--- src/rtl/keyed_xor_nibble_stream_cipher_defines.svh ---
// assertion macros for the keyed xor nibble stream cipher
`ifndef KEYED_XOR_NIBBLE_STREAM_CIPHER_DEFINES_SVH
`define KEYED_XOR_NIBBLE_STREAM_CIPHER_DEFINES_SVH

`ifndef SYNTHESIS

// same-cycle implication, disabled in reset
`define KXN_ASSERT_IMPLY(label, clk, rst_n, ante, cons) \
  label: assert property (@(posedge clk) disable iff (!rst_n) (ante) |-> (cons)) \
    else $error("kxn assertion failed");

// next-cycle implication, disabled in reset
`define KXN_ASSERT_NEXT(label, clk, rst_n, ante, cons) \
  label: assert property (@(posedge clk) disable iff (!rst_n) (ante) |=> (cons)) \
    else $error("kxn assertion failed");

`else

`define KXN_ASSERT_IMPLY(label, clk, rst_n, ante, cons)
`define KXN_ASSERT_NEXT(label, clk, rst_n, ante, cons)

`endif

`endif

--- src/rtl/kxn_pkg.sv ---
// types, constants and helper functions of the keyed xor nibble stream cipher
package kxn_pkg;

  // item action codes
  localparam logic [1:0] ACT_PROCESS = 2'd0;
  localparam logic [1:0] ACT_SKIP    = 2'd1;
  localparam logic [1:0] ACT_RESTART = 2'd2;

  // configuration register indexes
  localparam logic [2:0] CFG_KEY_A_LOW  = 3'd0;
  localparam logic [2:0] CFG_KEY_A_HIGH = 3'd1;
  localparam logic [2:0] CFG_KEY_B_LOW  = 3'd2;
  localparam logic [2:0] CFG_KEY_B_HIGH = 3'd3;
  localparam logic [2:0] CFG_SEED       = 3'd4;
  localparam logic [2:0] CFG_DIRECTION  = 3'd5;

  // session start values
  localparam logic [4:0] INDEX_A_START = 5'd0;
  localparam logic [4:0] INDEX_B_START = 5'd8;
  localparam logic [4:0] INDEX_B_LIMIT = 5'd12;

  typedef struct packed {
    logic [4:0] index_a;
    logic [4:0] index_b;
    logic       swap_flag;
    logic [6:0] rolling;
  } state_t;

  typedef struct packed {
    logic [63:0] key_a_low;
    logic [63:0] key_a_high;
    logic [63:0] key_b_low;
    logic [63:0] key_b_high;
    logic [7:0]  seed;
    logic        direction;
  } cfg_t;

  // key byte picked by the low four bits of an index
  function automatic logic [7:0] key_byte(input logic [63:0] lo, input logic [63:0] hi,
                                          input logic [4:0] idx);
    logic [127:0] key;
    key = {hi, lo};
    return key[{idx[3:0], 3'b000} +: 8];
  endfunction

  // mod 7 of a 7-bit value: octal digit sum, then one or two subtractions
  function automatic logic [2:0] mod7(input logic [6:0] v);
    logic [3:0] s;
    s = {3'b000, v[6]} + {1'b0, v[5:3]} + {1'b0, v[2:0]};
    if (s >= 4'd14) begin
      s = s - 4'd14;
    end else if (s >= 4'd7) begin
      s = s - 4'd7;
    end
    return s[2:0];
  endfunction

  // mod 12 of a 7-bit value: 4 * ((v >> 2) mod 3) + low two bits
  function automatic logic [3:0] mod12(input logic [6:0] v);
    logic [2:0] s;
    s = {2'b00, v[6]} + {1'b0, v[5:4]} + {1'b0, v[3:2]};
    if (s >= 3'd6) begin
      s = s - 3'd6;
    end else if (s >= 3'd3) begin
      s = s - 3'd3;
    end
    return {s[1:0], v[1:0]};
  endfunction

endpackage

--- src/rtl/keyed_xor_nibble_stream_cipher.sv ---
// top level of the keyed xor nibble stream cipher
//
//   channel | handshake               | payload
//   --------+-------------------------+-------------------------------------
//   in      | in_valid_i / in_stall_o | action_i, data_in_i
//   out     | out_valid_o/out_stall_i | data_out_o
//   cfg     | cfg_we_i                | cfg_index_i, cfg_wdata_i
//
// one item per cycle sustained while no process item waits on a stalled result; a
// process item's result passes from the input register to the result register
// the session state updates in the same cycle an item leaves the input
// register, so the next item always sees it; this loop sets the rate
// reset clears the session to index a 0, index b 8, no swap, rolling value 0
// a stalled result holds the result register; only process items then wait
module keyed_xor_nibble_stream_cipher (
  input  logic        clk_i,
  input  logic        rst_ni,
  input  logic        cfg_we_i,
  input  logic [2:0]  cfg_index_i,
  input  logic [63:0] cfg_wdata_i,
  input  logic        in_valid_i,
  output logic        in_stall_o,
  input  logic [1:0]  action_i,
  input  logic [7:0]  data_in_i,
  output logic        out_valid_o,
  input  logic        out_stall_i,
  output logic [7:0]  data_out_o
);
  import kxn_pkg::*;

`include "keyed_xor_nibble_stream_cipher_defines.svh"

  cfg_t       cfg_q;
  state_t     state_q;
  state_t     state_d;
  logic       s1_valid_q;
  logic       s1_valid_d;
  logic [1:0] s1_action_q;
  logic [7:0] s1_data_q;
  logic [7:0] step_data;
  logic       out_free;
  logic       s1_adv;
  logic       s1_result;
  logic       in_accept;
  logic       out_load;

  // configuration registers
  always_ff @(posedge clk_i or negedge rst_ni) begin
    if (!rst_ni) begin
      cfg_q <= '0;
    end else if (cfg_we_i) begin
      case (cfg_index_i)
        CFG_KEY_A_LOW:  cfg_q.key_a_low  <= cfg_wdata_i;
        CFG_KEY_A_HIGH: cfg_q.key_a_high <= cfg_wdata_i;
        CFG_KEY_B_LOW:  cfg_q.key_b_low  <= cfg_wdata_i;
        CFG_KEY_B_HIGH: cfg_q.key_b_high <= cfg_wdata_i;
        CFG_SEED:       cfg_q.seed       <= cfg_wdata_i[7:0];
        CFG_DIRECTION:  cfg_q.direction  <= cfg_wdata_i[0];
        default: begin
        end
      endcase
    end
  end

  // input register handshake
  assign s1_result  = (s1_action_q == ACT_PROCESS);
  assign s1_adv     = s1_valid_q && (!s1_result || out_free);
  assign in_stall_o = s1_valid_q && !s1_adv;
  assign in_accept  = in_valid_i && !in_stall_o;
  assign out_load   = s1_adv && s1_result;
  assign s1_valid_d = in_accept || (s1_valid_q && !s1_adv);

  always_ff @(posedge clk_i or negedge rst_ni) begin
    if (!rst_ni) begin
      s1_valid_q <= 1'b0;
    end else begin
      s1_valid_q <= s1_valid_d;
    end
  end

  always_ff @(posedge clk_i) begin
    if (in_accept) begin
      s1_action_q <= action_i;
      s1_data_q   <= data_in_i;
    end
  end

  // cipher step
  kxn_step u_step (
    .action_i (s1_action_q),
    .data_i   (s1_data_q),
    .state_i  (state_q),
    .cfg_i    (cfg_q),
    .state_o  (state_d),
    .data_o   (step_data)
  );

  // session state
  always_ff @(posedge clk_i or negedge rst_ni) begin
    if (!rst_ni) begin
      state_q <= '{index_a: INDEX_A_START, index_b: INDEX_B_START,
                   swap_flag: 1'b0, rolling: 7'd0};
    end else if (s1_adv) begin
      state_q <= state_d;
    end
  end

  // result register
  kxn_out_stage u_out (
    .clk_i       (clk_i),
    .rst_ni      (rst_ni),
    .load_i      (out_load),
    .data_i      (step_data),
    .free_o      (out_free),
    .out_valid_o (out_valid_o),
    .out_stall_i (out_stall_i),
    .data_out_o  (data_out_o)
  );

  // checks
  `KXN_ASSERT_IMPLY(a_indices_in_range, clk_i, rst_ni, 1'b1,
    (!state_q.index_a[4] && !state_q.index_b[4]))
  `KXN_ASSERT_NEXT(a_restart_loads_start, clk_i, rst_ni,
    (s1_adv && s1_action_q == ACT_RESTART),
    (state_q.index_a == INDEX_A_START && state_q.index_b == INDEX_B_START
     && !state_q.swap_flag))
  `KXN_ASSERT_IMPLY(a_held_process_blocks, clk_i, rst_ni,
    (s1_valid_q && s1_result && out_valid_o && out_stall_i), in_stall_o)
  `KXN_ASSERT_NEXT(a_non_process_no_result, clk_i, rst_ni,
    (s1_adv && !s1_result && !(out_valid_o && out_stall_i)), !out_valid_o)

endmodule

--- src/rtl/kxn_step.sv ---
// one cipher step: output byte and next session state for a registered item
module kxn_step (
  input  logic [1:0]     action_i,
  input  logic [7:0]     data_i,
  input  kxn_pkg::state_t state_i,
  input  kxn_pkg::cfg_t   cfg_i,
  output kxn_pkg::state_t state_o,
  output logic [7:0]     data_o
);
  import kxn_pkg::*;

  logic [7:0] key_a;
  logic [7:0] key_b;
  logic [7:0] first_key;
  logic [7:0] second_key;
  logic [7:0] t_first;
  logic [7:0] t_swapped;
  logic [4:0] ia_inc;
  logic [4:0] ib_inc;
  logic [6:0] roll_adv;
  logic [2:0] roll_m7;
  logic [3:0] roll_m12;
  state_t     wrapped;

  // key bytes at the current indices, key b mixed with the rolling value
  assign key_a = key_byte(cfg_i.key_a_low, cfg_i.key_a_high, state_i.index_a);
  assign key_b = key_byte(cfg_i.key_b_low, cfg_i.key_b_high, state_i.index_b)
               ^ {1'b0, state_i.rolling};

  // encrypt takes key a first, decrypt key b first
  assign first_key  = cfg_i.direction ? key_a : key_b;
  assign second_key = cfg_i.direction ? key_b : key_a;
  assign t_first    = data_i ^ first_key;
  assign t_swapped  = state_i.swap_flag ? {t_first[3:0], t_first[7:4]} : t_first;
  assign data_o     = t_swapped ^ second_key;

  // index step and wrap rules
  assign ia_inc   = state_i.index_a + 5'd1;
  assign ib_inc   = state_i.index_b + 5'd1;
  assign roll_adv = state_i.rolling + 7'd2;
  assign roll_m7  = mod7(roll_adv);
  assign roll_m12 = mod12(roll_adv);

  always_comb begin
    wrapped = '{index_a: ia_inc, index_b: ib_inc,
                swap_flag: state_i.swap_flag, rolling: state_i.rolling};
    if (!ia_inc[4]) begin
      if (ib_inc > INDEX_B_LIMIT) begin
        wrapped.index_b   = '0;
        wrapped.swap_flag = ~state_i.swap_flag;
      end
    end else if (ib_inc <= INDEX_B_START) begin
      wrapped.index_a   = '0;
      wrapped.swap_flag = ~state_i.swap_flag;
    end else begin
      wrapped.rolling = roll_adv;
      if (state_i.swap_flag) begin
        wrapped.swap_flag = 1'b0;
        wrapped.index_a   = {2'b00, roll_m7};
        wrapped.index_b   = {1'b0, roll_m12} + 5'd2;
      end else begin
        wrapped.swap_flag = 1'b1;
        wrapped.index_a   = {1'b0, roll_m12} + 5'd3;
        wrapped.index_b   = {2'b00, roll_m7};
      end
    end
  end

  // next state by action
  always_comb begin
    case (action_i)
      ACT_PROCESS, ACT_SKIP: begin
        state_o = wrapped;
      end
      ACT_RESTART: begin
        state_o = '{index_a: INDEX_A_START, index_b: INDEX_B_START,
                    swap_flag: 1'b0, rolling: cfg_i.seed[6:0]};
      end
      default: begin
        state_o = state_i;
      end
    endcase
  end

endmodule

--- src/rtl/kxn_out_stage.sv ---
// result register that holds an item until the downstream side takes it
module kxn_out_stage (
  input  logic       clk_i,
  input  logic       rst_ni,
  input  logic       load_i,
  input  logic [7:0] data_i,
  output logic       free_o,
  output logic       out_valid_o,
  input  logic       out_stall_i,
  output logic [7:0] data_out_o
);
  import kxn_pkg::*;

  logic       valid_q;
  logic       valid_d;
  logic [7:0] data_q;

  // free when empty or being taken this cycle
  assign free_o  = !valid_q || !out_stall_i;
  assign valid_d = load_i || (valid_q && out_stall_i);

  always_ff @(posedge clk_i or negedge rst_ni) begin
    if (!rst_ni) begin
      valid_q <= 1'b0;
    end else begin
      valid_q <= valid_d;
    end
  end

  // payload needs no reset
  always_ff @(posedge clk_i) begin
    if (load_i) begin
      data_q <= data_i;
    end
  end

  assign out_valid_o = valid_q;
  assign data_out_o  = data_q;

endmodule
--- config.mk ---
export PLATFORM = sky130hd
export DESIGN_NAME = keyed_xor_nibble_stream_cipher
export DESIGN_NICKNAME = d
export VERILOG_FILES = /design/src/rtl/kxn_pkg.sv /design/src/rtl/keyed_xor_nibble_stream_cipher.sv /design/src/rtl/kxn_step.sv /design/src/rtl/kxn_out_stage.sv
export VERILOG_INCLUDE_DIRS = /design/src /design/src/rtl
export SDC_FILE = /design/constraint.sdc
export NUM_CORES = 1
export LEC_CHECK = 0
export BUFFER_PORTS_ARGS = -buffer_cell sky130_fd_sc_hd__buf_4
export CAP_MARGIN = 0
export CORE_MARGIN = 2
export CORE_UTILIZATION = 29
export DETAILED_ROUTE_END_ITERATION = 12
export PLACE_DENSITY_LB_ADDON = 0.12
export SLEW_MARGIN = 20
export SYNTH_ARGS = -nofsm -noshare
export SYNTH_HDL_FRONTEND = slang
export SYNTH_SLANG_ARGS = --single-unit
--- constraint.sdc ---
create_clock -name clk_i -period 3.34 [get_ports clk_i]
set_clock_uncertainty 0.05 [all_clocks]
set_input_delay 0.668 -clock clk_i [delete_from_list [all_inputs] [get_ports clk_i]]
set_output_delay 0.668 -clock clk_i [all_outputs]
set_load 0.005 [all_outputs]
After elaboration in Yosys (flattened, before gate mapping)
Index checks and enable logic that the tools add are counted.
Widths: inputs -> output; s select.

word-level totals
  word-level logic and storage cells = 94
  bits in registers = 302
  output and inout bits = 10
  bits of input ports = 82

cells by class
  muxes and demuxes = 17
  eq/ne operators = 10
  bitwise operators = 4
  shifts and indexed selects = 2
  magnitude comparators = 6
  add/subtract/negate cells = 13
  reduce and logical (&&, ||, !) cells = 27

operator list
  operator             count
  $shiftx 128x8->8     2
  $pmux 18 s2          1
  $mux 8               3
  $xor 8x8->8          2
  $mux 5               3
  $mux 7               2
  $reduce_and 2->1     7
  $mux 6               2
  $mux 11              1
  $add 4x2->5 const B  2
  $add 5x1->5 const B  2
  $xor 8x7->8          1
  $add 7x2->7 const B  1
  $eq 3x2->1 const B   2
  $eq 3x3->1 const B   2
  $mux 3               2
  $sub 3x3->3 const B  2
  $gt 5x4->1 const B   1
  $le 5x4->1 const B   1
  $logic_and 1x1->1    5
  $logic_not 1->1      5
  $add 1x3->4          1
  $add 4x3->4          1
  $ge 4x3->1 const B   1
  other kinds (22)     27

Depth between registers and ports, before layout
Gate-level depths: netlist of run 1.

  depth in word-level cells = 11
  mapped depth = 19
  gate-level depth less buffers = 18

Modules after synthesis
From an unflattened synthesis of run 1, not the netlist that was laid out.

unflattened totals
  cells, all modules = 1,173
  area total of the unflattened synthesis = 16,382.0 µm²

modules (own cells, without submodules)
  module                          times used  cells an instance  seq. area each (µm²)  area an instance (µm²)
  keyed_xor_nibble_stream_cipher  1           618                7,408.4               11,666.2
  kxn_step                        1           544                0.0                   4,439.3
  kxn_out_stage                   1           11                 265.3                 276.5

Least setup slack after synthesis of run 1
OpenSTA, ideal clock, no wires.

  kind = register to register
  start = register state_q[1] in the netlist's numbering
  end = register state_q[11] in the netlist's numbering
  buffers on the path = 1
  required time = 3,193 ps
  path slack = -330 ps
  arrival = 3,523 ps
  clock period less this slack = 3,670 ps
  setup time = 97 ps
  stages on the path, launching flop included = 17
  path through = dfrtp_1 clkbuf_1 nand3_1 nor2_1 xor2_1 inv_1 fa_1 inv_1 fa_1 ha_1 a311oi_1 inv_1 ha_1 xnor2_1 and3_1 o21ai_0 a22oi_1

between the ends
  cells in the longest elaborated chain, start to end = 11
  elaborated cells on any way between the ends = 14
  those cells by class = 6 x add/sub; 2 x order compare; 6 x mux

ends and longest elaborated chain
  what                                              RTL line                               text
  start: declaration                                keyed_xor_nibble_stream_cipher.sv:34   state_t state_q;
  start signal: assignment                          keyed_xor_nibble_stream_cipher.sv:101  state_q <= '{index_a: INDEX_A_START, index_b: INDEX_B_START,
  start signal: assignment                          keyed_xor_nibble_stream_cipher.sv:104  state_q <= state_d;
  $add 7x2->7 (*)                                   kxn_step.sv:40                         assign roll_adv = state_i.rolling + 7'd2;
  $add 1x2->3                                       kxn_pkg.sv:61                          s = {2'b00, v[6]} + {1'b0, v[5:4]} + {1'b0, v[3:2]};
  $add 3x2->3                                       kxn_pkg.sv:61
  $ge 3x2->1 / $sub 2x2->2 (equally long branches)  kxn_pkg.sv:64, kxn_pkg.sv:65
  $mux 2                                            kxn_pkg.sv:64                          end else if (s >= 3'd3) begin
  $mux 2                                            kxn_pkg.sv:62                          if (s >= 3'd6) begin
  $add 4x2->5 (*)                                   kxn_step.sv:60                         wrapped.index_b = {1'b0, roll_m12} + 5'd2;
  $mux 11 (*)                                       kxn_step.sv:57                         if (state_i.swap_flag) begin
  $mux 5 (*)                                        kxn_step.sv:52                         end else if (ib_inc <= INDEX_B_START) begin
  $mux 6 (*)                                        kxn_step.sv:47                         if (!ia_inc[4]) begin
  $pmux 18 s2 (*)                                   kxn_step.sv:71                         case (action_i)

Mark *: on every way between the ends. The rest lies on a longest branch, timed or not.
A chain may end at the register's enable or synchronous reset.

Worst setup path in the final report of run 1
Ends and elaborated chain as after synthesis.

==> results of run 1 <==
## where the power goes
part           switching (mW)  total, mW  internal (mW)
sequential              0.499       5.06           4.56
clock                    1.64       4.22           2.58
combinational            3.32       6.78           3.46
total                    5.46       16.1           10.6
## per-stage QoR
stage          worst slack [ns]  cells  hold slack, ns
2_1_floorplan          -0.00743   1080           0.322
3_3_place_gp             0.0342   1851           0.429
3_5_place_dp            -0.0244   1851           0.437
4_1_cts                  0.0156   1920           0.209
5_1_grt                  -0.157   1930           0.224
6_report                0.00322   1930           0.240
## area by class of cell
cell class / instances / area (sq um) / share of cell area [%]
multi-input combinational: 696 / 7140 / 38.8
sequential: 302 / 7650 / 41.5
tap: 680 / 851 / 4.62
timing repair buffer: 168 / 1420 / 7.73
clock buffer: 56 / 1130 / 6.13
clock inverter: 11 / 156 / 0.849
inverter: 17 / 63.8 / 0.346
## cells in the final DEF, fill, tap and decap left out, types with 9 or more instances in the layout
master                      Yosys  final
sky130_fd_sc_hd__a21oi_1       32     28
sky130_fd_sc_hd__o221ai_1      16     16
sky130_fd_sc_hd__nand3_1       15     13
sky130_fd_sc_hd__edfxtp_1      18     18
sky130_fd_sc_hd__mux4_1        26     25
sky130_fd_sc_hd__mux2i_1       44     44
sky130_fd_sc_hd__dfrtp_1      283    281
sky130_fd_sc_hd__o21ai_0       32     29
sky130_fd_sc_hd__mux4_2        29     30
sky130_fd_sc_hd__nor3_1        13     11
sky130_fd_sc_hd__xor2_1        16     13
sky130_fd_sc_hd__o22ai_1        9      9
sky130_fd_sc_hd__buf_4          3    152
sky130_fd_sc_hd__nor2_1        32     29
sky130_fd_sc_hd__xnor2_1       24     21
sky130_fd_sc_hd__buf_12         2     11
sky130_fd_sc_hd__nand2_1       36     35
sky130_fd_sc_hd__inv_1         15     13
sky130_fd_sc_hd__clkbuf_8       0      9
sky130_fd_sc_hd__mux2_2       265    265
sky130_fd_sc_hd__clkbuf_16      0     39
## flip-flops by register name (all words and copies together) (netlist names)
register / flops
s1_data_q: 8
state_q: 18
u_out.out_valid_o: 1
s1_valid_q: 1
cfg_q: 264
s1_action_q: 2
u_out.data_out_o: 8
## cell families (layout without fill, tap and decap cells)
| group | Yosys count | after routing | share of synthesized area [%] |
|---|---|---|---|
| buffers and inverters | 82 | 252 | 2.45 |
| adder cells (fa/ha/maj) | 14 | 14 | 1.32 |
| flip-flops | 302 | 302 | 51.1 |
| AND/OR/NAND/NOR | 137 | 137 | 4.66 |
| multiplexers | 364 | 364 | 31.8 |
| XOR/XNOR | 42 | 42 | 2.56 |
| AO/OA/AOI/OAI | 139 | 139 | 6.09 |
## routing by layer
| layer | part of all wire [%] | global-route usage [%] | vias to the layer above |
|---|---|---|---|
| met5 | 0 | 0 | - |
| li1 | - | - | 4347 |
| met3 | 3.3 | 2.55 | 70 |
| met4 | 3.1 | 6.29 | 0 |
| met2 | 48 | 26.7 | 165 |
| met1 | 46 | 21.8 | 4929 |
## worst paths after layout
path | startpoint | end | slack [ns] | depth (start not counted)
hold / removal | data_in_i[1] | s1_data_q[1]$_DFFE_PP_ | 0.24 | 1
max in group asynchronous | rst_ni | cfg_q[220]$_DFFE_PN0P_ | 1.68 | 3
hold reg to reg | cfg_q[84]$_DFFE_PN0P_ | cfg_q[84]$_DFFE_PN0P_ | 0.44 | 1
min in group asynchronous | rst_ni | cfg_q[3]$_DFFE_PN0P_ | 0.50 | 2
setup / recovery | state_q[1]$_DFFE_PN0P_ | state_q[11]$_DFFE_PN1P_ | 0.003 | 16
setup reg to reg | state_q[1]$_DFFE_PN0P_ | state_q[11]$_DFFE_PN1P_ | 0.003 | 16
## worst reg2reg max path: cells and delay by family (launching register included)
family / cells / cell delay (ns)
AND/OR/NAND/NOR: 4 / 0.59
adder cells (fa/ha/maj): 3 / 0.99
AO/OA/AOI/OAI: 3 / 0.52
buffers and inverters: 4 / 0.41
flip-flops: 1 / 0.38
XOR/XNOR: 2 / 0.32
## what timing repair did
action                     4_1_cts  5_1_grt
setup endpoints to repair        2       14
setup buffers                    1       10
hold endpoints to repair        19        0
pin swaps                        0       15
resized for setup                2       33
hold buffers                     1        0
cloned                           0        0
==> tab_implementation.tex, run 1 <==
\begin{tabular}{lr}
\hline
Metric & Value \\
\hline
\multicolumn{2}{l}{\textbf{Run status}} \\
\quad Run status & finished, final reports clean \\
\multicolumn{2}{l}{\textbf{Clock tree}} \\
\quad Clk sink count & 302 \\
\quad Max Root-Sink Buffers & 3 \\
\quad Clock transition at path regs & 0.06 ns \\
\quad Clk Latency, worst-skew pair & 0.56 ns \\
\quad CTS H-Tree Depth & 2 \\
\quad Root buffer cell & sky130\_fd\_sc\_hd\_\_clkbuf\_16 \\
\quad TritonCTS clock tree & built \\
\quad CTS buffer count & 37 \\
\multicolumn{2}{l}{\textbf{Logic synthesis}} \\
\quad Synthesis Warnings & 0 \\
\quad Number of flops mapped to enable cells by yosys & 18 \\
\quad Top FF cell, synth & sky130\_fd\_sc\_hd\_\_dfrtp\_1 \\
\quad Synth cell count leaders & sky130\_fd\_sc\_hd\_\_dfrtp\_1, sky130\_fd\_sc\_hd\_\_mux2\_2, sky130\_fd\_sc\_hd\_\_clkbuf\_1, sky130\_fd\_sc\_hd\_\_mux2i\_1, sky130\_fd\_sc\_hd\_\_nand2\_1 \\
\quad Syn nets & 1,176 \\
\quad Count of cell types in the netlist & 67 \\
\quad Async S/R FF share, synth & 94.0\% \\
\quad Number of standard cells after synthesis & 1,080 \\
\quad Top cell type's share of synthesized area & 47.3\% \\
\quad Most frequently used cell type in the post-synthesis netlist & sky130\_fd\_sc\_hd\_\_dfrtp\_1 \\
\quad Mapped Area & 0.0150 sq mm \\
\quad Sequential area share after synthesis & roughly half \\
\quad Synthesis-stage register bit count & between 300 and 400 \\
\quad Largest area contributor in the netlist & sky130\_fd\_sc\_hd\_\_dfrtp\_1 \\
\quad Cell types occupying the most area after synthesis & sky130\_fd\_sc\_hd\_\_dfrtp\_1, sky130\_fd\_sc\_hd\_\_mux2\_2, sky130\_fd\_sc\_hd\_\_mux4\_1, sky130\_fd\_sc\_hd\_\_mux4\_2, sky130\_fd\_sc\_hd\_\_edfxtp\_1 \\
\quad Mean Syn Cell Area & about 14 sq um \\
\multicolumn{2}{l}{\textbf{Drt}} \\
\quad Via count & 9,511 \\
\quad Residual DRC & 0 \\
\quad Antenna violation net count after detailed routing & 0 \\
\quad Per-cell routed wire length & about 22 um \\
\quad Total Routed Length & 42,800 um \\
\quad Violation count after the first detailed-route iteration & 471 \\
\quad Routed vias/inst & just under 5 \\
\quad Drt pass-1 iters & 5 \\
\multicolumn{2}{l}{\textbf{Cells and area}} \\
\quad Ant. Diodes & 0 \\
\quad Fill cell instance count of the final layout & 4,936 \\
\quad Fraction of layout instances using a drive strength above 1 & between 40\% and 50\% \\
\quad Area overhead of the layout relative to synthesis & 23.1\% \\
\quad Layout Nets & 1,318 \\
\quad Summed area of non-filler cells in the final layout & 0.0184 sq mm \\
\quad Share of the core filled with cells in the final layout & 36.0\% \\
\multicolumn{2}{l}{\textbf{Worst setup path}} \\
\quad Type of the setup path with the least slack & reg2reg \\
\quad Required time of the worst setup path & $\sim$3.8 ns \\
\quad Buf+Inv Stages, Crit Path & 4 \\
\quad Family with the most delay on the worst path & adder cells \\
\quad CP cell instances & nand3\_2 -> nor2\_4 -> xor2\_1 -> inv\_1 -> fa\_2 -> inv\_2 -> fa\_2 -> buf\_6 -> and3\_4 -> a311oi\_4 -> inv\_2 -> ha\_4 -> xnor2\_2 -> and3\_1 -> o21ai\_1 -> a22oi\_1 \\
\quad Critical-path cell with the highest stage delay & sky130\_fd\_sc\_hd\_\_fa\_2 \\
\quad Slowest stage delay, CP & 0.46 ns \\
\quad Category of the worst setup path launch point & flip-flop \\
\quad Endpoint arrival time on the critical path & 3.76 ns \\
\quad Critical path peak fanout & 4 \\
\quad Type of destination of the critical path & flip-flop \\
\multicolumn{2}{l}{\textbf{Hold path}} \\
\quad Path class of the lowest-slack min-delay path & in2reg \\
\multicolumn{2}{l}{\textbf{STA}} \\
\quad Final setup fails & 0 \\
\quad Least-Margin Pin Slew & slightly above 1 ns \\
\quad Max-slew headroom at the worst pin & 32.2\% \\
\quad Setup repair after global routing missed its margin & true \\
\quad Final Slew Violations & 0 \\
\quad Post-route setup TNS & 0 ns \\
\quad Hold Violations, Final & 0 \\
\quad Tcrit/Tclk final & 99.9\% \\
\quad Top achievable clock speed & 300 MHz \\
\quad Shortest period the worst path allows & 3.34 ns \\
\multicolumn{2}{l}{\textbf{Power}} \\
\quad Static leakage & 7.64 nW \\
\quad Worst supply voltage drop on vdd & 0.000372 V \\
\quad Pwr per Cell Area & between 800 and 900 mW/mm\^{}2 \\
\quad Post-layout power & 16.1 mW \\
\multicolumn{2}{l}{\textbf{Global route}} \\
\quad Aggregate global-route resource usage & 16.3\% \\
\quad Wire length of the first global-routing pass & between 60,000 and 70,000 um \\
\quad Number of antenna violations at the first check in global routing & 3 \\
\quad Via count of the first global-routing pass & 10,086 \\
\quad Maximum number of pins on one net before global-route repair & 137 \\
\quad Total gr overflow & 0 \\
\multicolumn{2}{l}{\textbf{Place}} \\
\quad Count of input and output buffers & 91 \\
\quad Routability-driven placement congestion ratio & 0.797 \\
\quad Post-detailed-placement cell area & 0.0169 sq mm \\
\quad Detailed placement HPWL & 30,200 um \\
\multicolumn{2}{l}{\textbf{Floorplanning}} \\
\quad Die span in x & 231 um \\
\quad Initial core utilization & 29.2\% \\
\quad Site Rows & 83 \\
\quad Number of primary I/O pins & a little over 90 \\
\quad Total Die Area & approximately 0.053 sq mm \\
\quad Area of the core & between 0.05 and 0.06 sq mm \\
\quad Vertical die dimension & 231 um \\
\multicolumn{2}{l}{\textbf{Run}} \\
\quad Max-capacitance violation count & 0 \\
\hline
\end{tabular}
No activity file was read; power rests on OpenSTA's default activity.
==> inputs of run 2 (changes only) <==
--- a/config.mk
+++ b/config.mk
@@ -6,12 +6,14 @@
 export SDC_FILE = /design/constraint.sdc
 export NUM_CORES = 1
 export LEC_CHECK = 0
+export ABC_AREA = 1
 export BUFFER_PORTS_ARGS = -buffer_cell sky130_fd_sc_hd__buf_4
 export CAP_MARGIN = 0
 export CORE_MARGIN = 2
 export CORE_UTILIZATION = 29
 export DETAILED_ROUTE_END_ITERATION = 12
 export PLACE_DENSITY_LB_ADDON = 0.12
+export RECOVER_POWER = 25
 export SLEW_MARGIN = 20
 export SYNTH_ARGS = -nofsm -noshare
 export SYNTH_HDL_FRONTEND = slang
==> tab_implementation.tex, run 2 <==
\begin{tabular}{lr}
\hline
Metric & Value \\
\hline
\multicolumn{2}{l}{\textbf{Run}} \\
\quad Max-capacitance violation count & 4 \\
\multicolumn{2}{l}{\textbf{Clock tree}} \\
\quad Clk Latency, worst-skew pair & around 0.58 ns \\
\quad Max Root-Sink Buffers & 3 \\
\quad Clk sink count & 302 \\
\quad Root buffer cell & sky130\_fd\_sc\_hd\_\_clkbuf\_16 \\
\quad CTS buffer count & 39 \\
\quad CTS H-Tree Depth & 2 \\
\quad TritonCTS clock tree & built \\
\quad Clock transition at path regs & 0.05 ns \\
\multicolumn{2}{l}{\textbf{Run status}} \\
\quad Run status & complete, but fails checks \\
\quad Violated checks & capacitance limit, slew limit \\
\multicolumn{2}{l}{\textbf{Worst setup path}} \\
\quad Critical path peak fanout & 4 \\
\quad Category of the worst setup path launch point & flip-flop \\
\quad Endpoint arrival time on the critical path & 3.66 ns \\
\quad Reg-to-reg setup timing slack & 0.10 ns \\
\quad Type of the setup path with the least slack & reg2reg \\
\quad Reg2Reg Depth & 16 \\
\quad Required time of the worst setup path & 3.77 ns \\
\quad Crit Reg-Reg Endpoint & state\_q[11]\$\_DFFE\_PN1P\_ \\
\quad Startpoint of the worst register-to-register path & state\_q[1]\$\_DFFE\_PN0P\_ \\
\quad Type of destination of the critical path & flip-flop \\
\multicolumn{2}{l}{\textbf{Power}} \\
\quad Static leakage & 8.94 nW \\
\quad Part of the power in the clock network & between 20\% and 30\% \\
\quad Int Power & 9.30 mW \\
\quad Worst supply voltage drop on vdd & 0.000388 V \\
\quad Sequential share of power & 31.6\% \\
\quad Switching power as a share of total power & 39.8\% \\
\quad Reported net switching power & a little over 6 mW \\
\quad Post-layout power & 15.4 mW \\
\quad Pwr per Cell Area & 850 mW/mm\^{}2 \\
\quad Share of power burned in combinational logic & 39.6\% \\
\multicolumn{2}{l}{\textbf{Drt}} \\
\quad Per-cell routed wire length & 19.3 um \\
\quad Antenna violation net count after detailed routing & 0 \\
\quad Routed vias/inst & 4.83 \\
\quad Residual DRC & 0 \\
\quad Violation count after the first detailed-route iteration & 974 \\
\quad Total Routed Length & 52,900 um \\
\quad Via count & 13,247 \\
\quad Drt pass-1 iters & 5 \\
\multicolumn{2}{l}{\textbf{Global route}} \\
\quad Via count of the first global-routing pass & 12,884 \\
\quad Maximum number of pins on one net before global-route repair & 129 \\
\quad Total gr overflow & 0 \\
\quad Wire length of the first global-routing pass & 81,000 um \\
\quad Aggregate global-route resource usage & about 20\% \\
\quad Number of antenna violations at the first check in global routing & 1 \\
\multicolumn{2}{l}{\textbf{Logic synthesis}} \\
\quad Mean Syn Cell Area & 7.75 sq um \\
\quad Count of cell types in the netlist & 43 \\
\quad Cell types occupying the most area after synthesis & sky130\_fd\_sc\_hd\_\_dfrtp\_1, sky130\_fd\_sc\_hd\_\_nand2\_1, sky130\_fd\_sc\_hd\_\_o21ai\_0, sky130\_fd\_sc\_hd\_\_nand3\_1, sky130\_fd\_sc\_hd\_\_inv\_1 \\
\quad Number of flops mapped to enable cells by yosys & 18 \\
\quad Synthesis-stage register bit count & 302 \\
\quad Largest area contributor in the netlist & sky130\_fd\_sc\_hd\_\_dfrtp\_1 \\
\quad Synth cell count leaders & sky130\_fd\_sc\_hd\_\_nand2\_1, sky130\_fd\_sc\_hd\_\_o21ai\_0, sky130\_fd\_sc\_hd\_\_dfrtp\_1, sky130\_fd\_sc\_hd\_\_inv\_1, sky130\_fd\_sc\_hd\_\_nand3\_1 \\
\quad Synthesis Warnings & 0 \\
\quad Syn nets & 2,049 \\
\quad Async S/R FF share, synth & 94.0\% \\
\quad Top FF cell, synth & sky130\_fd\_sc\_hd\_\_dfrtp\_1 \\
\quad Mapped Area & 0.0151 sq mm \\
\quad Most frequently used cell type in the post-synthesis netlist & sky130\_fd\_sc\_hd\_\_nand2\_1 \\
\quad Number of standard cells after synthesis & 1,953 \\
\quad Top cell type's share of synthesized area & 46.8\% \\
\quad Sequential area share after synthesis & 50.5\% \\
\multicolumn{2}{l}{\textbf{STA}} \\
\quad Tcrit/Tclk final & a little over nine tenths \\
\quad Least-Margin Pin Slew & 2.55 ns \\
\quad Final critical-path setup slack & 0.104 ns \\
\quad Worst Hold Margin & 0.254 ns \\
\quad Final setup fails & 0 \\
\quad Setup repair after global routing missed its margin & true \\
\quad Shortest period the worst path allows & around 3.2 ns \\
\quad Post-route setup TNS & 0 ns \\
\quad Max-slew headroom at the worst pin & -70.0\% \\
\quad Hold Violations, Final & 0 \\
\quad Final Slew Violations & 445 \\
\quad Top achievable clock speed & 309 MHz \\
\multicolumn{2}{l}{\textbf{Floorplanning}} \\
\quad Number of primary I/O pins & 92 \\
\quad Total Die Area & 0.0540 sq mm \\
\quad Initial core utilization & 29.4\% \\
\quad Die span in x & 232 um \\
\quad Site Rows & between 80 and 90 \\
\quad Vertical die dimension & 232 um \\
\quad Area of the core & $\sim$0.052 sq mm \\
\multicolumn{2}{l}{\textbf{Cells and area}} \\
\quad Largest registers in the final layout & cfg\_q (264), state\_q (18) \\
\quad Commonest cells after routing, fill and taps aside & sky130\_fd\_sc\_hd\_\_nand2\_1, sky130\_fd\_sc\_hd\_\_o21ai\_0, sky130\_fd\_sc\_hd\_\_dfrtp\_1 \\
\quad Summed area of non-filler cells in the final layout & 0.0182 sq mm \\
\quad Largest Register & cfg\_q \\
\quad Share of the core filled with cells in the final layout & 35.3\% \\
\quad Layout Nets & roughly 2,100 \\
\quad Area overhead of the layout relative to synthesis & 20.0\% \\
\quad Non-filler instance count after layout & approximately 2,700 \\
\quad Largest register FFs & 264 \\
\quad Commonest non-fill, non-tap cell in the layout & sky130\_fd\_sc\_hd\_\_nand2\_1 \\
\quad Fraction of layout instances using a drive strength above 1 & between 10 and 15\% \\
\multicolumn{2}{l}{\textbf{Place}} \\
\quad Post-detailed-placement cell area & between 0.015 and 0.02 sq mm \\
\quad Post-Place Worst Slack & -0.0217 ns \\
\quad Count of input and output buffers & 91 \\
\quad Detailed placement HPWL & 36,900 um \\
\quad Placed cells & 2,664 \\
\quad Routability-driven placement congestion ratio & 0.921 \\
\multicolumn{2}{l}{\textbf{Hold path}} \\
\quad Hold Crit Endpoint & s1\_data\_q[1]\$\_DFFE\_PP\_ \\
\quad Origin of the worst min-delay path & data\_in\_i[1] \\
\quad Hold-critical path depth & 1 \\
\quad Path class of the lowest-slack min-delay path & in2reg \\
\hline
\end{tabular}
==> run 2: cell types whose count changed in the layout (fill, tap and decap cells not counted), sizes merged, moves of 22 or more <==
cell    change
nand2     +610
o21ai     +288
mux2      -265
inv       +191
nand3     +177
mux4       -55
mux2i      -44
buf        -41
xnor2      -23
clkbuf     +22
==> run 2: cell families (layout without fill, tap and decap cells) <==
logic type      count (synthesis)  count (layout)  share of synthesized area (%)
simple gates                  922             922                           25.2
compound gates                384             384                           13.7
buf+inv                       318             424                           8.49
flops                         302             302                           50.5
fa+ha+maj                      14              14                           1.31
xor+xnor                       13              13                          0.802
other cells                     0               1                              0
==> run 2: what timing repair did <==
| item | CTS | global route |
|---|---|---|
| hold buffers | 1 | 0 |
| setup endpoints to repair | 3 | 10 |
| pin swaps | 5 | 7 |
| endpoints found under the hold margin | 1 | 0 |
| setup buffers | 4 | 0 |
| resized for setup | 5 | 14 |
==> run 2: how the worst max path moves through the flow <==
stage	from	end
floorplan	state_q[1]$_DFFE_PN0P_	state_q[10]$_DFFE_PN0P_
global placement	state_q[1]$_DFFE_PN0P_	state_q[10]$_DFFE_PN0P_
detailed placement	state_q[1]$_DFFE_PN0P_	state_q[11]$_DFFE_PN1P_
CTS	state_q[1]$_DFFE_PN0P_	state_q[10]$_DFFE_PN0P_
global route	state_q[1]$_DFFE_PN0P_	state_q[15]$_DFFE_PN0P_
finish	state_q[1]$_DFFE_PN0P_	state_q[11]$_DFFE_PN1P_
==> run 2: routing by layer <==
layer | wire length (um) | GRT usage, %
met5 | 0 | 0
met1 | 25000 | 28.4
met3 | 3010 | 3.22
met2 | 22900 | 29.8
met4 | 2070 | 8.28
==> run 2: cell type report <==
cell class,count,area (sq um)
Timing Repair Buffer,146,1190
Fill cell,5543,33300
Inverter,208,783
Tap cell,680,851
Antenna cell,1,2.50
Clock inverter,11,198
Sequential cell,302,7650
Multi-Input combinational cell,1333,6310
Clock buffer,59,1170
==> run 2: power groups by stage <==
stage | logic [mW] | clock network, mW | registers, mW
after floorplan | 3.76 | 0 | 4.76
after global placement | 5.75 | 0 | 4.91
after detailed placement | 5.78 | 0 | 4.92
after CTS | 5.90 | 4.57 | 4.86
after global routing | 6.84 | 4.70 | 4.96
final | 6.12 | 4.45 | 4.87
==> run 2: critical path: stages, from the launching register on <==
cell,delay (ns)
sky130_fd_sc_hd__dfrtp_2,0.39
sky130_fd_sc_hd__nand4_1,0.13
sky130_fd_sc_hd__or2_4,0.26
sky130_fd_sc_hd__xor2_2,0.16
sky130_fd_sc_hd__fa_2,0.34
sky130_fd_sc_hd__inv_2,0.06
sky130_fd_sc_hd__fa_1,0.43
sky130_fd_sc_hd__ha_2,0.20
sky130_fd_sc_hd__nor2_2,0.09
sky130_fd_sc_hd__nand2_1,0.08
sky130_fd_sc_hd__nand2_2,0.11
sky130_fd_sc_hd__xor2_4,0.19
sky130_fd_sc_hd__ha_4,0.18
sky130_fd_sc_hd__xnor2_2,0.07
sky130_fd_sc_hd__o21ai_1,0.12
sky130_fd_sc_hd__o211ai_1,0.11
sky130_fd_sc_hd__a22oi_1,0.18
==> inputs of run 3 (changes only) <==
==> constraint.sdc (replaced) <==
create_clock -name clk_i -period 2.7 [get_ports clk_i]
set_clock_uncertainty 0.05 [all_clocks]
set_input_delay 0.54 -clock clk_i [delete_from_list [all_inputs] [get_ports clk_i]]
set_output_delay 0.54 -clock clk_i [all_outputs]
set_load 0.005 [all_outputs]
==> tab_implementation.tex, run 3 (synthesis results as in run 2) <==
\begin{tabular}{lr}
\hline
Metric & Value \\
\hline
\multicolumn{2}{l}{\textbf{Run status}} \\
\quad Run status & complete, but fails checks \\
\quad Violated checks & capacitance limit, slew limit, setup timing \\
\multicolumn{2}{l}{\textbf{Floorplanning}} \\
\quad Number of primary I/O pins & slightly above 90 \\
\quad Total Die Area & 0.0540 sq mm \\
\quad Initial core utilization & 29.4\% \\
\quad Vertical die dimension & 232 um \\
\quad Site Rows & 83 \\
\quad Area of the core & a little over 0.05 sq mm \\
\quad Die span in x & 232 um \\
\multicolumn{2}{l}{\textbf{Power}} \\
\quad Reported net switching power & 7.83 mW \\
\quad Int Power & 11.8 mW \\
\quad Sequential share of power & 30.5\% \\
\quad Worst supply voltage drop on vdd & 0.000641 V \\
\quad Switching power as a share of total power & 39.9\% \\
\quad Share of power burned in combinational logic & $\sim$44\% \\
\quad Static leakage & 9.19 nW \\
\quad Part of the power in the clock network & 25.9\% \\
\quad Pwr per Cell Area & approximately 1100 mW/mm\^{}2 \\
\multicolumn{2}{l}{\textbf{Clock tree}} \\
\quad Clock transition at path regs & around 0.070 ns \\
\quad TritonCTS clock tree & built \\
\quad Root buffer cell & sky130\_fd\_sc\_hd\_\_clkbuf\_16 \\
\quad Max Root-Sink Buffers & 3 \\
\quad CTS H-Tree Depth & 2 \\
\quad Clk sink count & 302 \\
\quad Clk Latency, worst-skew pair & between 0.5 and 0.6 ns \\
\quad CTS buffer count & 38 \\
\multicolumn{2}{l}{\textbf{Worst setup path}} \\
\quad Endpoint arrival time on the critical path & 3.57 ns \\
\quad Required time of the worst setup path & 3.09 ns \\
\quad Type of destination of the critical path & flip-flop \\
\quad Reg-to-reg setup timing slack & -0.48 ns \\
\quad Critical path peak fanout & 3 \\
\quad Type of the setup path with the least slack & reg2reg \\
\quad Category of the worst setup path launch point & flip-flop \\
\multicolumn{2}{l}{\textbf{Cells and area}} \\
\quad Commonest cells after routing, fill and taps aside & sky130\_fd\_sc\_hd\_\_nand2\_1, sky130\_fd\_sc\_hd\_\_o21ai\_0, sky130\_fd\_sc\_hd\_\_dfrtp\_1 \\
\quad Ant. Diodes & 0 \\
\quad Largest registers in the final layout & cfg\_q (264), state\_q (18) \\
\quad Largest register FFs & 264 \\
\quad Commonest non-fill, non-tap cell in the layout & sky130\_fd\_sc\_hd\_\_nand2\_1 \\
\quad Summed area of non-filler cells in the final layout & 0.0186 sq mm \\
\quad Fraction of layout instances using a drive strength above 1 & approximately 16\% \\
\quad Area overhead of the layout relative to synthesis & 23.1\% \\
\quad Largest Register & cfg\_q \\
\quad Layout Nets & between 2,000 and 2,500 \\
\multicolumn{2}{l}{\textbf{Global route}} \\
\quad Via count of the first global-routing pass & 12,514 \\
\quad Wire length of the first global-routing pass & 80,400 um \\
\quad Total gr overflow & 0 \\
\quad Number of antenna violations at the first check in global routing & 0 \\
\quad Maximum number of pins on one net before global-route repair & a little under 80 \\
\quad Aggregate global-route resource usage & 19.8\% \\
\multicolumn{2}{l}{\textbf{Place}} \\
\quad Detailed placement HPWL & around 38,000 um \\
\quad Post-Place Worst Slack & -0.594 ns \\
\quad Routability-driven placement congestion ratio & 0.858 \\
\quad Post-detailed-placement cell area & 0.0173 sq mm \\
\quad Count of input and output buffers & 91 \\
\multicolumn{2}{l}{\textbf{STA}} \\
\quad Final critical-path setup slack & -0.477 ns \\
\quad Top achievable clock speed & 315 MHz \\
\quad Max-slew headroom at the worst pin & -0.137\% \\
\quad Hold Violations, Final & 0 \\
\quad Tcrit/Tclk final & 118\% \\
\quad Setup repair after global routing missed its margin & true \\
\quad Least-Margin Pin Slew & 1.50 ns \\
\quad Worst Hold Margin & 0.124 ns \\
\quad Shortest period the worst path allows & 3.18 ns \\
\quad Final Slew Violations & 26 \\
\quad Final setup fails & 10 \\
\multicolumn{2}{l}{\textbf{Drt}} \\
\quad Routed vias/inst & 4.75 \\
\quad Total Routed Length & 52,300 um \\
\quad Per-cell routed wire length & 18.8 um \\
\quad Via count & 13,220 \\
\quad Violation count after the first detailed-route iteration & 1,001 \\
\quad Antenna violation net count after detailed routing & 0 \\
\quad Drt pass-1 iters & 5 \\
\quad Residual DRC & 0 \\
\multicolumn{2}{l}{\textbf{Run}} \\
\quad Max-capacitance violation count & 1 \\
\multicolumn{2}{l}{\textbf{Hold path}} \\
\quad Path class of the lowest-slack min-delay path & in2reg \\
\hline
\end{tabular}
## run 3: critical path, cell delays in order, from the launching register on
cell                      delay (ns)
sky130_fd_sc_hd__dfrtp_2        0.38
sky130_fd_sc_hd__nand4_1        0.12
sky130_fd_sc_hd__or2_4          0.25
sky130_fd_sc_hd__xor2_2         0.17
sky130_fd_sc_hd__fa_2           0.22
sky130_fd_sc_hd__inv_2          0.04
sky130_fd_sc_hd__fa_1           0.56
sky130_fd_sc_hd__ha_2           0.21
sky130_fd_sc_hd__nor2_4         0.04
sky130_fd_sc_hd__nand2_2        0.08
sky130_fd_sc_hd__nand2_2        0.07
sky130_fd_sc_hd__xor2_2         0.19
sky130_fd_sc_hd__buf_4          0.16
sky130_fd_sc_hd__ha_4           0.15
sky130_fd_sc_hd__a21oi_2        0.12
sky130_fd_sc_hd__xor2_1         0.16
sky130_fd_sc_hd__o21ai_1        0.09
## run 3: path summary, 6_finish.rpt
path / start / endpoint / cells after the start
setup / recovery: state_q[1]$_DFFE_PN0P_ / state_q[16]$_DFFE_PN0P_ / 16
hold / removal: data_in_i[1] / s1_data_q[1]$_DFFE_PP_ / 1
setup reg to reg: state_q[1]$_DFFE_PN0P_ / state_q[16]$_DFFE_PN0P_ / 16
hold reg to reg: cfg_q[239]$_DFFE_PN0P_ / cfg_q[239]$_DFFE_PN0P_ / 2
max in group asynchronous: rst_ni / cfg_q[143]$_DFFE_PN0P_ / 3
min in group asynchronous: rst_ni / cfg_q[54]$_DFFE_PN0P_ / 2
## run 3: power groups by stage
stage,clock [mW],sequential (mW),combinational [mW]
after floorplan,0,5.90,4.88
after global placement,0,6.04,7.92
after detailed placement,0,6.05,7.96
after CTS,5.23,5.98,8.36
after global routing,5.42,6.10,9.49
final,5.09,5.99,8.55
## run 3: area by class of cell
| type | count | area, sq um |
|---|---|---|
| fillers | 5499 | 32900 |
| flip-flops and latches | 302 | 7650 |
| multi-input cells | 1333 | 6410 |
| repair buffers | 194 | 1700 |
| clock buffers | 47 | 1070 |
| well taps | 680 | 851 |
| inverters | 208 | 786 |
| clock inverters | 22 | 181 |
## run 3: layer usage
metal	vias up	share of wire [%]	GRT usage, %
met5	-	0	0
li1	6550	-	-
met4	0	2.9	6.09
met1	6276	49	29.5
met3	56	5.1	3.08
met2	338	43	29.1
## run 3: per-stage QoR
step / power [mW] / TNS [ns] / utilization [%] / instances
floorplan: 10.8 / -2.02 / - / 1953
global placement: 14.0 / -3.33 / 33.5 / 2708
detailed placement: 14.0 / -3.60 / 33.5 / 2708
CTS: 19.6 / -2.84 / 36.2 / 2784
global route: 21.0 / -4.77 / 36.2 / 2786
finish: 19.6 / -3.01 / 36.2 / 2786
## run 3: timing repair
action / CTS / global route
pin swaps: 19 / 10
setup endpoints to repair: 10 / 15
hold buffers: 1 / 0
hold endpoints to repair: 46 / 0
buffers inserted: 6 / 2
resized for setup: 19 / 14
